### src/rtl/quadtree_node_index_for_box_macros.svh
// Assertion macros for the quadtree node lookup RTL.
`ifndef QUADTREE_NODE_INDEX_FOR_BOX_MACROS_SVH
`define QUADTREE_NODE_INDEX_FOR_BOX_MACROS_SVH

// Checks that an expression holds at every clock edge outside reset.
`define QNIB_ASSERT_ALWAYS(label, expr, msg) \
   label: assert property (@(posedge clock) disable iff (reset) (expr)) else $error(msg);

// Checks that a condition implies an expression in the same cycle.
`define QNIB_ASSERT_IMPLY(label, cond, expr, msg) \
   label: assert property (@(posedge clock) disable iff (reset) (cond) |-> (expr)) \
      else $error(msg);

`endif

### src/rtl/qnib_pkg.sv
// Package with the types and constants of the quadtree node lookup block.
package qnib_pkg;

   localparam int COORD_BITS          = 24;
   localparam int WORLD_BITS          = 23;
   localparam int TAG_BITS            = 16;
   localparam int NODE_INDEX_BITS     = 7;
   localparam int NODE_LEVEL_BITS     = 2;
   localparam int TREE_LEVELS_DEFAULT = 3;

   localparam logic [WORLD_BITS-1:0] WORLD_WIDTH_RESET  = WORLD_BITS'(262144);
   localparam logic [WORLD_BITS-1:0] WORLD_HEIGHT_RESET = WORLD_BITS'(262144);

   // Configuration register indexes.
   localparam int CSR_INDEX_BITS = 1;
   localparam logic [CSR_INDEX_BITS-1:0] CSR_WORLD_WIDTH  = 1'b0;
   localparam logic [CSR_INDEX_BITS-1:0] CSR_WORLD_HEIGHT = 1'b1;

   // Child codes, added to four times the parent index.
   localparam logic [2:0] CHILD_TOP_LEFT     = 3'd1;
   localparam logic [2:0] CHILD_TOP_RIGHT    = 3'd2;
   localparam logic [2:0] CHILD_BOTTOM_RIGHT = 3'd3;
   localparam logic [2:0] CHILD_BOTTOM_LEFT  = 3'd4;

   typedef struct packed {
      logic signed [COORD_BITS-1:0] box_low_x;
      logic signed [COORD_BITS-1:0] box_low_y;
      logic signed [COORD_BITS-1:0] box_high_x;
      logic signed [COORD_BITS-1:0] box_high_y;
      logic [TAG_BITS-1:0]          body_tag;
   } req_type;

   typedef struct packed {
      logic [NODE_INDEX_BITS-1:0] node_index;
      logic [NODE_LEVEL_BITS-1:0] node_level;
      logic [TAG_BITS-1:0]        tag_out;
   } rsp_type;

endpackage

### src/rtl/quadtree_node_index_for_box.sv
// Top level of the quadtree node lookup: a pipeline with one stage per tree level.
//
//   Channel  Direction  Handshake            Moves
//   req      in         req_valid/req_stall  box bounds and body tag
//   rsp      out        rsp_valid/rsp_stall  node index, node level and tag
//   csr      in         csr_valid/csr_ready  world width or height write
//
// One transaction enters per cycle and one result leaves per cycle when the
// result side does not stall. A result passes through one input register
// stage and one stage per level on its way from its request transaction.
// Reset is synchronous; it empties the pipeline and restores the world size.
// A stall only holds stages that are full and whose successor cannot move, so
// empty stages keep filling and nothing is lost or repeated.
`include "quadtree_node_index_for_box_macros.svh"

module quadtree_node_index_for_box
   import qnib_pkg::*;
#(
   parameter int TREE_LEVELS = TREE_LEVELS_DEFAULT
) (
   input  logic                      clock,
   input  logic                      reset,
   input  logic                      req_valid,
   output logic                      req_stall,
   input  req_type                   req_data,
   output logic                      rsp_valid,
   input  logic                      rsp_stall,
   output rsp_type                   rsp_data,
   input  logic                      csr_valid,
   output logic                      csr_ready,
   input  logic [CSR_INDEX_BITS-1:0] csr_index,
   input  logic [WORLD_BITS-1:0]     csr_data
);

   // Coordinates carry TREE_LEVELS extra fraction bits so that every midpoint
   // down to the leaves is exact. One more bit keeps the world size, which is
   // narrower than a box coordinate, positive.
   localparam int VW  = COORD_BITS + TREE_LEVELS + 1;
   // The deepest index is 4 + 16 + ... + 4^TREE_LEVELS, below 2^(2L+1).
   localparam int NW  = 2 * TREE_LEVELS + 1;
   localparam int LVW = $clog2(TREE_LEVELS + 1);

   // World size registers. Writes are always taken.
   logic [WORLD_BITS-1:0] world_width_ff;
   logic [WORLD_BITS-1:0] world_height_ff;

   assign csr_ready = 1'b1;

   always_ff @(posedge clock) begin
      if (reset) begin
         world_width_ff  <= WORLD_WIDTH_RESET;
         world_height_ff <= WORLD_HEIGHT_RESET;
      end else if (csr_valid && csr_ready) begin
         case (csr_index)
            CSR_WORLD_WIDTH:  world_width_ff  <= csr_data;
            CSR_WORLD_HEIGHT: world_height_ff <= csr_data;
            default: begin
            end
         endcase
      end
   end

   // Stage registers. Stage 0 holds the scaled request and the root rectangle;
   // stage s + 1 holds the node chosen after descending from level s. The last
   // stage is the output register.
   logic [TREE_LEVELS:0]    valid_ff;
   logic [TREE_LEVELS:0]    valid_in;
   logic [TREE_LEVELS:0]    done_ff;
   logic [TREE_LEVELS:0]    done_in;
   logic [TREE_LEVELS:0]    ready;
   logic [LVW-1:0]          lvl_ff  [0:TREE_LEVELS];
   logic [LVW-1:0]          lvl_in  [0:TREE_LEVELS];
   logic [NW-1:0]           node_ff [0:TREE_LEVELS];
   logic [NW-1:0]           node_in [0:TREE_LEVELS];
   logic [TAG_BITS-1:0]     tag_ff  [0:TREE_LEVELS];
   logic [TAG_BITS-1:0]     tag_in  [0:TREE_LEVELS];
   logic signed [VW-1:0]    bx0_ff  [0:TREE_LEVELS];
   logic signed [VW-1:0]    bx0_in  [0:TREE_LEVELS];
   logic signed [VW-1:0]    by0_ff  [0:TREE_LEVELS];
   logic signed [VW-1:0]    by0_in  [0:TREE_LEVELS];
   logic signed [VW-1:0]    bx1_ff  [0:TREE_LEVELS];
   logic signed [VW-1:0]    bx1_in  [0:TREE_LEVELS];
   logic signed [VW-1:0]    by1_ff  [0:TREE_LEVELS];
   logic signed [VW-1:0]    by1_in  [0:TREE_LEVELS];
   logic signed [VW-1:0]    nx0_ff  [0:TREE_LEVELS];
   logic signed [VW-1:0]    nx0_in  [0:TREE_LEVELS];
   logic signed [VW-1:0]    ny0_ff  [0:TREE_LEVELS];
   logic signed [VW-1:0]    ny0_in  [0:TREE_LEVELS];
   logic signed [VW-1:0]    nx1_ff  [0:TREE_LEVELS];
   logic signed [VW-1:0]    nx1_in  [0:TREE_LEVELS];
   logic signed [VW-1:0]    ny1_ff  [0:TREE_LEVELS];
   logic signed [VW-1:0]    ny1_in  [0:TREE_LEVELS];

   // A stage can load when it is empty or its own contents move on. The chain
   // ends at the output register, which moves when the result side takes it.
   assign ready[TREE_LEVELS] = !valid_ff[TREE_LEVELS] || !rsp_stall;

   genvar s;
   generate
      for (s = 0; s < TREE_LEVELS; s++) begin : g_ready
         assign ready[s] = !valid_ff[s] || ready[s+1];
      end
   endgenerate

   assign req_stall = !ready[0];

   // Stage 0 input: scale the box and start at the root rectangle.
   always_comb begin
      valid_in[0] = req_valid;
      done_in[0]  = 1'b0;
      lvl_in[0]   = '0;
      node_in[0]  = '0;
      tag_in[0]   = req_data.body_tag;
      bx0_in[0]   = VW'(req_data.box_low_x)  <<< TREE_LEVELS;
      by0_in[0]   = VW'(req_data.box_low_y)  <<< TREE_LEVELS;
      bx1_in[0]   = VW'(req_data.box_high_x) <<< TREE_LEVELS;
      by1_in[0]   = VW'(req_data.box_high_y) <<< TREE_LEVELS;
      nx0_in[0]   = '0;
      ny0_in[0]   = '0;
      nx1_in[0]   = VW'({world_width_ff,  {TREE_LEVELS{1'b0}}});
      ny1_in[0]   = VW'({world_height_ff, {TREE_LEVELS{1'b0}}});
   end

   // One descent step per stage. The four children are tested in parallel and
   // the first that strictly contains the box wins. Once no child contains
   // the box the item is marked done and rides through the later stages.
   generate
      for (s = 0; s < TREE_LEVELS; s++) begin : g_level
         logic [VW:0]          sum_x;
         logic [VW:0]          sum_y;
         logic signed [VW-1:0] mid_x;
         logic signed [VW-1:0] mid_y;
         logic                 hit_tl;
         logic                 hit_tr;
         logic                 hit_br;
         logic                 hit_bl;

         always_comb begin
            sum_x = {nx0_ff[s][VW-1], nx0_ff[s]} + {nx1_ff[s][VW-1], nx1_ff[s]};
            sum_y = {ny0_ff[s][VW-1], ny0_ff[s]} + {ny1_ff[s][VW-1], ny1_ff[s]};
            mid_x = sum_x[VW:1];
            mid_y = sum_y[VW:1];

            hit_tl = (bx0_ff[s] > nx0_ff[s]) && (by0_ff[s] > mid_y) &&
                     (mid_x > bx1_ff[s]) && (ny1_ff[s] > by1_ff[s]);
            hit_tr = (bx0_ff[s] > mid_x) && (by0_ff[s] > mid_y) &&
                     (nx1_ff[s] > bx1_ff[s]) && (ny1_ff[s] > by1_ff[s]);
            hit_br = (bx0_ff[s] > mid_x) && (by0_ff[s] > ny0_ff[s]) &&
                     (nx1_ff[s] > bx1_ff[s]) && (mid_y > by1_ff[s]);
            hit_bl = (bx0_ff[s] > nx0_ff[s]) && (by0_ff[s] > ny0_ff[s]) &&
                     (mid_x > bx1_ff[s]) && (mid_y > by1_ff[s]);

            valid_in[s+1] = valid_ff[s];
            done_in[s+1]  = done_ff[s];
            lvl_in[s+1]   = lvl_ff[s];
            node_in[s+1]  = node_ff[s];
            tag_in[s+1]   = tag_ff[s];
            bx0_in[s+1]   = bx0_ff[s];
            by0_in[s+1]   = by0_ff[s];
            bx1_in[s+1]   = bx1_ff[s];
            by1_in[s+1]   = by1_ff[s];
            nx0_in[s+1]   = nx0_ff[s];
            ny0_in[s+1]   = ny0_ff[s];
            nx1_in[s+1]   = nx1_ff[s];
            ny1_in[s+1]   = ny1_ff[s];

            if (!done_ff[s]) begin
               if (hit_tl) begin
                  node_in[s+1] = (node_ff[s] << 2) + NW'(CHILD_TOP_LEFT);
                  ny0_in[s+1]  = mid_y;
                  nx1_in[s+1]  = mid_x;
               end else if (hit_tr) begin
                  node_in[s+1] = (node_ff[s] << 2) + NW'(CHILD_TOP_RIGHT);
                  nx0_in[s+1]  = mid_x;
                  ny0_in[s+1]  = mid_y;
               end else if (hit_br) begin
                  node_in[s+1] = (node_ff[s] << 2) + NW'(CHILD_BOTTOM_RIGHT);
                  nx0_in[s+1]  = mid_x;
                  ny1_in[s+1]  = mid_y;
               end else if (hit_bl) begin
                  node_in[s+1] = (node_ff[s] << 2) + NW'(CHILD_BOTTOM_LEFT);
                  nx1_in[s+1]  = mid_x;
                  ny1_in[s+1]  = mid_y;
               end else begin
                  done_in[s+1] = 1'b1;
               end
               if (hit_tl || hit_tr || hit_br || hit_bl) begin
                  lvl_in[s+1] = lvl_ff[s] + LVW'(1);
               end
            end
         end
      end
   endgenerate

   // Valid bits are reset; the payload of a stage loads with it.
   generate
      for (s = 0; s <= TREE_LEVELS; s++) begin : g_stage
         always_ff @(posedge clock) begin
            if (reset) begin
               valid_ff[s] <= 1'b0;
            end else if (ready[s]) begin
               valid_ff[s] <= valid_in[s];
            end
         end

         always_ff @(posedge clock) begin
            if (ready[s]) begin
               done_ff[s] <= done_in[s];
               lvl_ff[s]  <= lvl_in[s];
               node_ff[s] <= node_in[s];
               tag_ff[s]  <= tag_in[s];
               bx0_ff[s]  <= bx0_in[s];
               by0_ff[s]  <= by0_in[s];
               bx1_ff[s]  <= bx1_in[s];
               by1_ff[s]  <= by1_in[s];
               nx0_ff[s]  <= nx0_in[s];
               ny0_ff[s]  <= ny0_in[s];
               nx1_ff[s]  <= nx1_in[s];
               ny1_ff[s]  <= ny1_in[s];
            end
         end
      end
   endgenerate

   // The result fields are the low bits of the final index and level.
   assign rsp_valid           = valid_ff[TREE_LEVELS];
   assign rsp_data.node_index = NODE_INDEX_BITS'(node_ff[TREE_LEVELS]);
   assign rsp_data.node_level = NODE_LEVEL_BITS'(lvl_ff[TREE_LEVELS]);
   assign rsp_data.tag_out    = tag_ff[TREE_LEVELS];

   // The root is reported exactly when no descent took place.
   `QNIB_ASSERT_IMPLY(a_root_matches_level, valid_ff[TREE_LEVELS], ((lvl_ff[TREE_LEVELS] == '0) == (node_ff[TREE_LEVELS] == '0)), "node index and level disagree on the root")

   // An item that never stopped early must have reached the leaf level.
   `QNIB_ASSERT_IMPLY(a_leaf_when_not_done, valid_ff[TREE_LEVELS] && !done_ff[TREE_LEVELS], (lvl_ff[TREE_LEVELS] == LVW'(TREE_LEVELS)), "undone item left before the leaf level")

   // The input side stalls only when the output is held and every stage is full.
   `QNIB_ASSERT_IMPLY(a_stall_only_when_full, req_stall, (rsp_valid && rsp_stall && (&valid_ff)), "request stalled with room in the pipeline")

endmodule
### config.mk
export PLATFORM = sky130hd
export DESIGN_NAME = quadtree_node_index_for_box
export DESIGN_NICKNAME = d
export VERILOG_FILES = /design/src/rtl/qnib_pkg.sv /design/src/rtl/quadtree_node_index_for_box.sv
export VERILOG_INCLUDE_DIRS = /design/src /design/src/rtl
export SDC_FILE = /design/constraint.sdc
export NUM_CORES = 2
export LEC_CHECK = 0
export BUFFER_PORTS_ARGS = -buffer_cell sky130_fd_sc_hd__buf_2
export CORE_ASPECT_RATIO = 1.2
export CORE_MARGIN = 4
export CORE_UTILIZATION = 25
export CTS_CLUSTER_SIZE = 14
export DETAILED_ROUTE_END_ITERATION = 6
export SYNTH_ARGS = -nofsm -noshare
export SYNTH_HDL_FRONTEND = slang
export SYNTH_SLANG_ARGS = --single-unit
export TNS_END_PERCENT = 100
### constraint.sdc
create_clock -name clock -period 7.15 [get_ports clock]
set_clock_uncertainty 0.15 [all_clocks]
set_input_delay 0.3575 -clock clock [delete_from_list [all_inputs] [get_ports clock]]
set_output_delay 0.3575 -clock clock [all_outputs]
set_load 0.01 [all_outputs]
# Yosys cells after proc, flatten, opt, wreduce, memory -nomap -nowiden

Memory sizes are Yosys's and may differ from the RTL's.
Index checks and enable logic that the tools add are counted.

Input port bits: 141
Register bits: 52
Bits in writable memories: 996
Word-level logic and storage cells: 202
Memories kept: 11
Output and inout port bits: 28

Memory list:

| memory          | depth | width | read ports | clocked after Yosys merged registers in | write ports | line                              | source |
|---|---|---|---|---|---|---|---|
| bx0_ff          | 4     | 28    | 3          | 0                                       | 4           | quadtree_node_index_for_box.sv:77 | `logic signed [VW-1:0] bx0_ff [0:TREE_LEVELS];` |
| bx1_ff          | 4     | 28    | 3          | 0                                       | 4           | quadtree_node_index_for_box.sv:81 | `logic signed [VW-1:0] bx1_ff [0:TREE_LEVELS];` |
| by0_ff          | 4     | 28    | 3          | 0                                       | 4           | quadtree_node_index_for_box.sv:79 | `logic signed [VW-1:0] by0_ff [0:TREE_LEVELS];` |
| by1_ff          | 4     | 28    | 3          | 0                                       | 4           | quadtree_node_index_for_box.sv:83 | `logic signed [VW-1:0] by1_ff [0:TREE_LEVELS];` |
| nx0_ff          | 4     | 28    | 3          | 0                                       | 4           | quadtree_node_index_for_box.sv:85 | `logic signed [VW-1:0] nx0_ff [0:TREE_LEVELS];` |
| nx1_ff          | 4     | 28    | 3          | 0                                       | 4           | quadtree_node_index_for_box.sv:89 | `logic signed [VW-1:0] nx1_ff [0:TREE_LEVELS];` |
| 5 more memories | --    | --    | --         | --                                      | --          | --                                |  |

$lt $le $gt $ge: 24
Bitwise gates (word level): 1
Reductions and logical operators: 58
Multiplexer cells: 79
Add/sub/neg operators: 21

Operator list:

| kind                                                           | count |
|---|---|
| 28-bit 2-to-1 mux                                              | 47 |
| 28-bit > comparator                                            | 24 |
| 28-bit by 28-bit adder with 29-bit output                      | 6 |
| 7-bit 2-to-1 mux                                               | 14 |
| 7-bit by 2-bit adder with 7-bit output (second input constant) | 6 |
| 1-bit logical AND                                              | 36 |
| 7-bit by 1-bit adder with 7-bit output (second input constant) | 3 |
| 7-bit by 3-bit adder with 7-bit output (second input constant) | 3 |
| 1-bit logical OR                                               | 13 |
| 1-bit 2-to-1 mux                                               | 13 |
| 2-bit 2-to-1 mux                                               | 5 |
| 2-bit by 1-bit adder with 2-bit output (second input constant) | 3 |
| 1-bit logical NOT                                              | 6 |
| 2-bit AND reduction                                            | 2 |
| 3-bit OR reduction                                             | 1 |
| 1-bit NOT                                                      | 1 |

# Longest topological paths before layout

An unclocked memory read counts as a cell.

Depth after elaboration: 11
Gate-level depth with buffers: 28
Gate-level depth less buffers: 28

# Least setup slack after synthesis

Ideal clock, no wire load.

Path type: register to register
Start point: register valid_ff[3], in the netlist rsp_valid
End point: memory bx0_ff[0][10] in the netlist's numbering (enable)
Cell stages (with the launch flop): 3
Arrival time: 4.181 ns
Data required time: 5.280 ns
Library setup time: 1.720 ns
Setup slack: 1.099 ns
Buffers on the path: 0
Period minus slack after synthesis: 6.051 ns
Cells stage by stage: dfxtp_1 -> and3_1 -> nand3_1

RTL lines:

| what                            | line                               | source |
|---|---|---|
| start, declared                 | quadtree_node_index_for_box.sv:66  | `logic [TREE_LEVELS:0] valid_ff;` |
| start signal, assigned by index | quadtree_node_index_for_box.sv:202 | `valid_ff[s] <= valid_in[s];` |
| end, declared                   | quadtree_node_index_for_box.sv:77  |  |

==> reports/results.tsv <==
stage	metric	value	unit
power	p_comb_share	11.4	%
global_route	grt_usage	14.5	%
logic_synthesis	synth_edf_count	615	
hold_path	hp-start	csr_index	
floorplanning	chipWidth	375	µm
power	irDropWorstVdd	0.129	mV
status	status	finished clean	
global_route	antenna_found_initial	4	
worst_setup_path	cp-start-kind	register	
power	p_clk_share	40.6	%
worst_setup_path	r2r-start	ny1_ff[1][2]$_SDFFCE_PP0P_	
global_route	grt_remaining_overflow	0	
floorplanning	die-area	169000	µm²
power	p_int	7.13	mW
power	p_seq_share	48.0	%
logic_synthesis	postSynthCellCount	3590	
clocking	cts_sinks	665	
clocking	root_buffer	clkbuf_16	
logic_synthesis	syn_area	40500	µm²
placed_design	hpwl	102000	µm
clocking	clkLatencyLatePin	0.67	ns
clocking	cts-htree-levels	3	
worst_setup_path	r2r_slack	0.66	ns
logic_synthesis	synth_async_sr_flop_share	0	%
sta	min_period_over_period	90.7	%
flow_run	drv_cap	0	
final_layout	nNetsFinal	4651	
sta	finalSetupViolations	0	
worst_setup_path	required	7.41	ns
power	powerDensity	202	nW/µm²
power	p_sw	2.51	mW
final_layout	drive_above_1_share	9.61	%
power	p_leak	20.4	nW
hold_path	min_path_type	primary input to register	
hold_path	hold_path_end	world_width_ff[6]$_SDFFE_PP0P_	
global_route	grt_pass1_wl	186000	µm
logic_synthesis	ys_ff_latch	665	
floorplanning	fp.dieH	449	µm
clocking	clk_pin_slew_worst_paths	0.06	ns
drt	ant_nets	0	
drt	drt_iter0_markers	2042	
placed_design	dp.cells	5838	
sta	hold_ws	0.105	ns
floorplanning	start_util	25.2	%
sta	period_needed	6.49	ns
final_layout	area_growth_syn_to_layout	17.9	%
worst_setup_path	reg2reg_depth	25	
clocking	clockBufferDepth	3	
sta	hold_viol_final	0	
worst_setup_path	end_kind	register	
worst_setup_path	path_class	register to register	
global_route	grt_max_degree	126	
sta	slew_headroom	26.0	%
drt	routed_wl	126000	µm
final_layout	instances_no_fill	6109	
clocking	cts_buffers	72	
sta	worst_slew_pin_slew	1.08	ns
sta	maxSlewViolCount	0	
floorplanning	std_cell_rows	161	
drt	drc	0	
logic_synthesis	seq_area_frac_synth	48.1	%
sta	rsz0062_at_grt	false	
power	total_power	9.63	mW
sta	fmax	154	MHz
worst_setup_path	crit_arrival	6.75	ns
logic_synthesis	yosysWarnings	0	
logic_synthesis	ys_types	94	
drt	dr.pass1.iters	5	
worst_setup_path	r2r-end	ny1_ff[2][22]$_DFFE_PP_	
sta	setup_tns	0	ns
placed_design	gp_congestion	0.891	
hold_path	whs_path_depth	5	
logic_synthesis	synth-main-ff-cell	edfxtp_1	
global_route	grt_pass1_vias	30100	
logic_synthesis	syn_nets	4311	
clocking	cts_tree	yes	
drt	wl_per_cell	20.6	µm
placed_design	port_buffers	167	
power	switching_share	26.0	%
drt	viasPerCell	4.78	
floorplanning	core_area	161000	µm²
logic_synthesis	synth_area_per_cell	11.3	µm²
worst_setup_path	worstPathMaxFanout	25	
floorplanning	ios	169	
drt	vias	29200	
==> power by group through the flow <==
stage,clock [mW],combinational (mW),sequential (mW)
2_1_floorplan,0,0.703,4.58
3_3_place_gp,0,1.01,4.71
3_5_place_dp,0,1.03,4.71
4_1_cts,4.01,1.10,4.63
5_1_grt,4.14,1.23,4.64
6_report,3.91,1.10,4.62
==> cells in the final DEF (no fill, tap or decap), types with 59 or more instances in the layout <==
cell,synthesis,layout
edfxtp_1,615,615
ha_1,576,576
inv_1,422,421
a21oi_1,241,241
nand2_1,205,204
o21ai_0,173,172
buf_2,9,167
dlygate4sd3_1,0,137
a21o_1,130,130
nor2_1,122,122
nand4_1,99,99
clkbuf_16,0,77
o21a_1,73,73
mux2i_1,71,71
nor3_1,67,67
xnor2_1,59,59
==> per-layer routing <==
| metal | GRT usage [%] | up-vias | part of all wire (%) |
|---|---|---|---|
| met5 | 0 | - | 0 |
| met4 | 7.41 | 0 | 5.3 |
| met3 | 1.63 | 243 | 3.4 |
| met2 | 26.3 | 697 | 50 |
| met1 | 16.9 | 14200 | 41 |
| li1 | - | 14100 | - |
==> flip-flops by register name (all words and copies together) (netlist names), 2 cells and up <==
name and count:
bx0_ff 72, bx1_ff 72, by0_ff 72, by1_ff 72
nx1_ff 72, ny1_ff 72, tag_ff 64, nx0_ff 48
ny0_ff 48, world_height_ff 23, world_width_ff 23, node_ff 16
lvl_ff 5, valid_ff 3, done_ff 2
==> worst max-delay path by stage <==
stage / from / endpoint / depth (start not counted)
final: ny1_ff[1][2]$_SDFFCE_PP0P_ / ny1_ff[2][22]$_DFFE_PP_ / 25
after global routing: ny1_ff[2][1]$_SDFFCE_PP0P_ / node_ff[3][4]$_DFFE_PP_ / 27
after CTS: ny1_ff[2][1]$_SDFFCE_PP0P_ / node_ff[3][4]$_DFFE_PP_ / 24
after detailed placement: ny1_ff[2][1]$_SDFFCE_PP0P_ / node_ff[3][4]$_DFFE_PP_ / 24
after global placement: ny1_ff[2][1]$_SDFFCE_PP0P_ / node_ff[3][4]$_DFFE_PP_ / 24
after floorplan: rsp_valid$_SDFFE_PP0P_ / bx0_ff[0][10]$_DFFE_PN_ / 2
==> kinds of logic after synthesis <==
logic type	after synthesis	synth area share [%]
AO/OA/AOI/OAI	856	13.8
XOR/XNOR	103	2.33
buffers and inverters	480	4.60
adder cells (fa/ha/maj)	584	18.1
flip-flops	665	48.1
AND/OR/NAND/NOR	781	10.0
other	1	0.00926
multiplexers	120	3.13
==> Yosys cell counts (all sizes together), types with 30 or more instances <==
library cell | n | share of area (%)
ha | 576 | 18
nor4 | 30 | 0.48
inv | 422 | 3.9
nand3 | 48 | 0.61
nand2b | 32 | 0.49
mux2 | 49 | 1.4
xnor2 | 59 | 1.3
a21oi | 243 | 3.0
nand4 | 99 | 1.5
clkbuf | 39 | 0.36
nor2b | 49 | 0.76
edfxtp | 615 | 46
nor3 | 70 | 0.92
nor2 | 122 | 1.1
dfxtp | 50 | 2.5
a21o | 130 | 2.4
and2 | 42 | 0.65
o21ai | 180 | 2.2
a211oi | 39 | 0.77
o21a | 73 | 1.4
xor2 | 41 | 0.89
mux2i | 71 | 1.8
nand2 | 205 | 1.9
==> critical path, stage by stage (launching register included) <==
cell	delay (ns)
edfxtp_1	0.38
ha_1	0.24
fa_1	0.25
nand3_1	0.14
a211o_1	0.33
a21o_1	0.21
o21ai_0	0.33
o21ai_0	0.15
a21boi_0	0.28
o21ai_0	0.13
nand2b_1	0.12
xor2_1	0.25
inv_1	0.12
ha_1	0.30
nand4_1	0.11
nor2_1	0.08
o211ai_1	0.10
a21oi_1	0.09
o31ai_1	0.33
o221ai_1	0.15
a211oi_1	0.24
a211o_1	0.50
nand2_1	0.26
nor3_4	0.16
buf_4	0.36
mux2_2	0.40
==> per-stage QoR <==
stage	utilization (%)	setup slack, ns	instance area (µm²)
final	29.7	0.664	47800
after global routing	29.7	0.0663	47800
after CTS	29.7	0.520	47800
after detailed placement	27.3	0.576	44000
after global placement	27.3	0.699	44000
after floorplan	-	1.10	40500
==> area by class of cell <==
cell class | instances | area, µm²
fillers | 16500 | 113000
flip-flops and latches | 665 | 19500
multi-input cells | 2445 | 19200
well taps | 2119 | 2650
repair buffers | 324 | 2370
clock buffers | 88 | 1990
inverters | 422 | 1590
clock inverters | 43 | 455
diodes | 3 | 7.51
==> what timing repair did <==
action	4_1_cts	5_1_grt
endpoints found under the hold margin	160	0
endpoints found under the setup margin	0	2
setup buffers	0	0
gates resized for setup	0	1
hold buffers	137	0
Power figures use the tool's default switching activity.
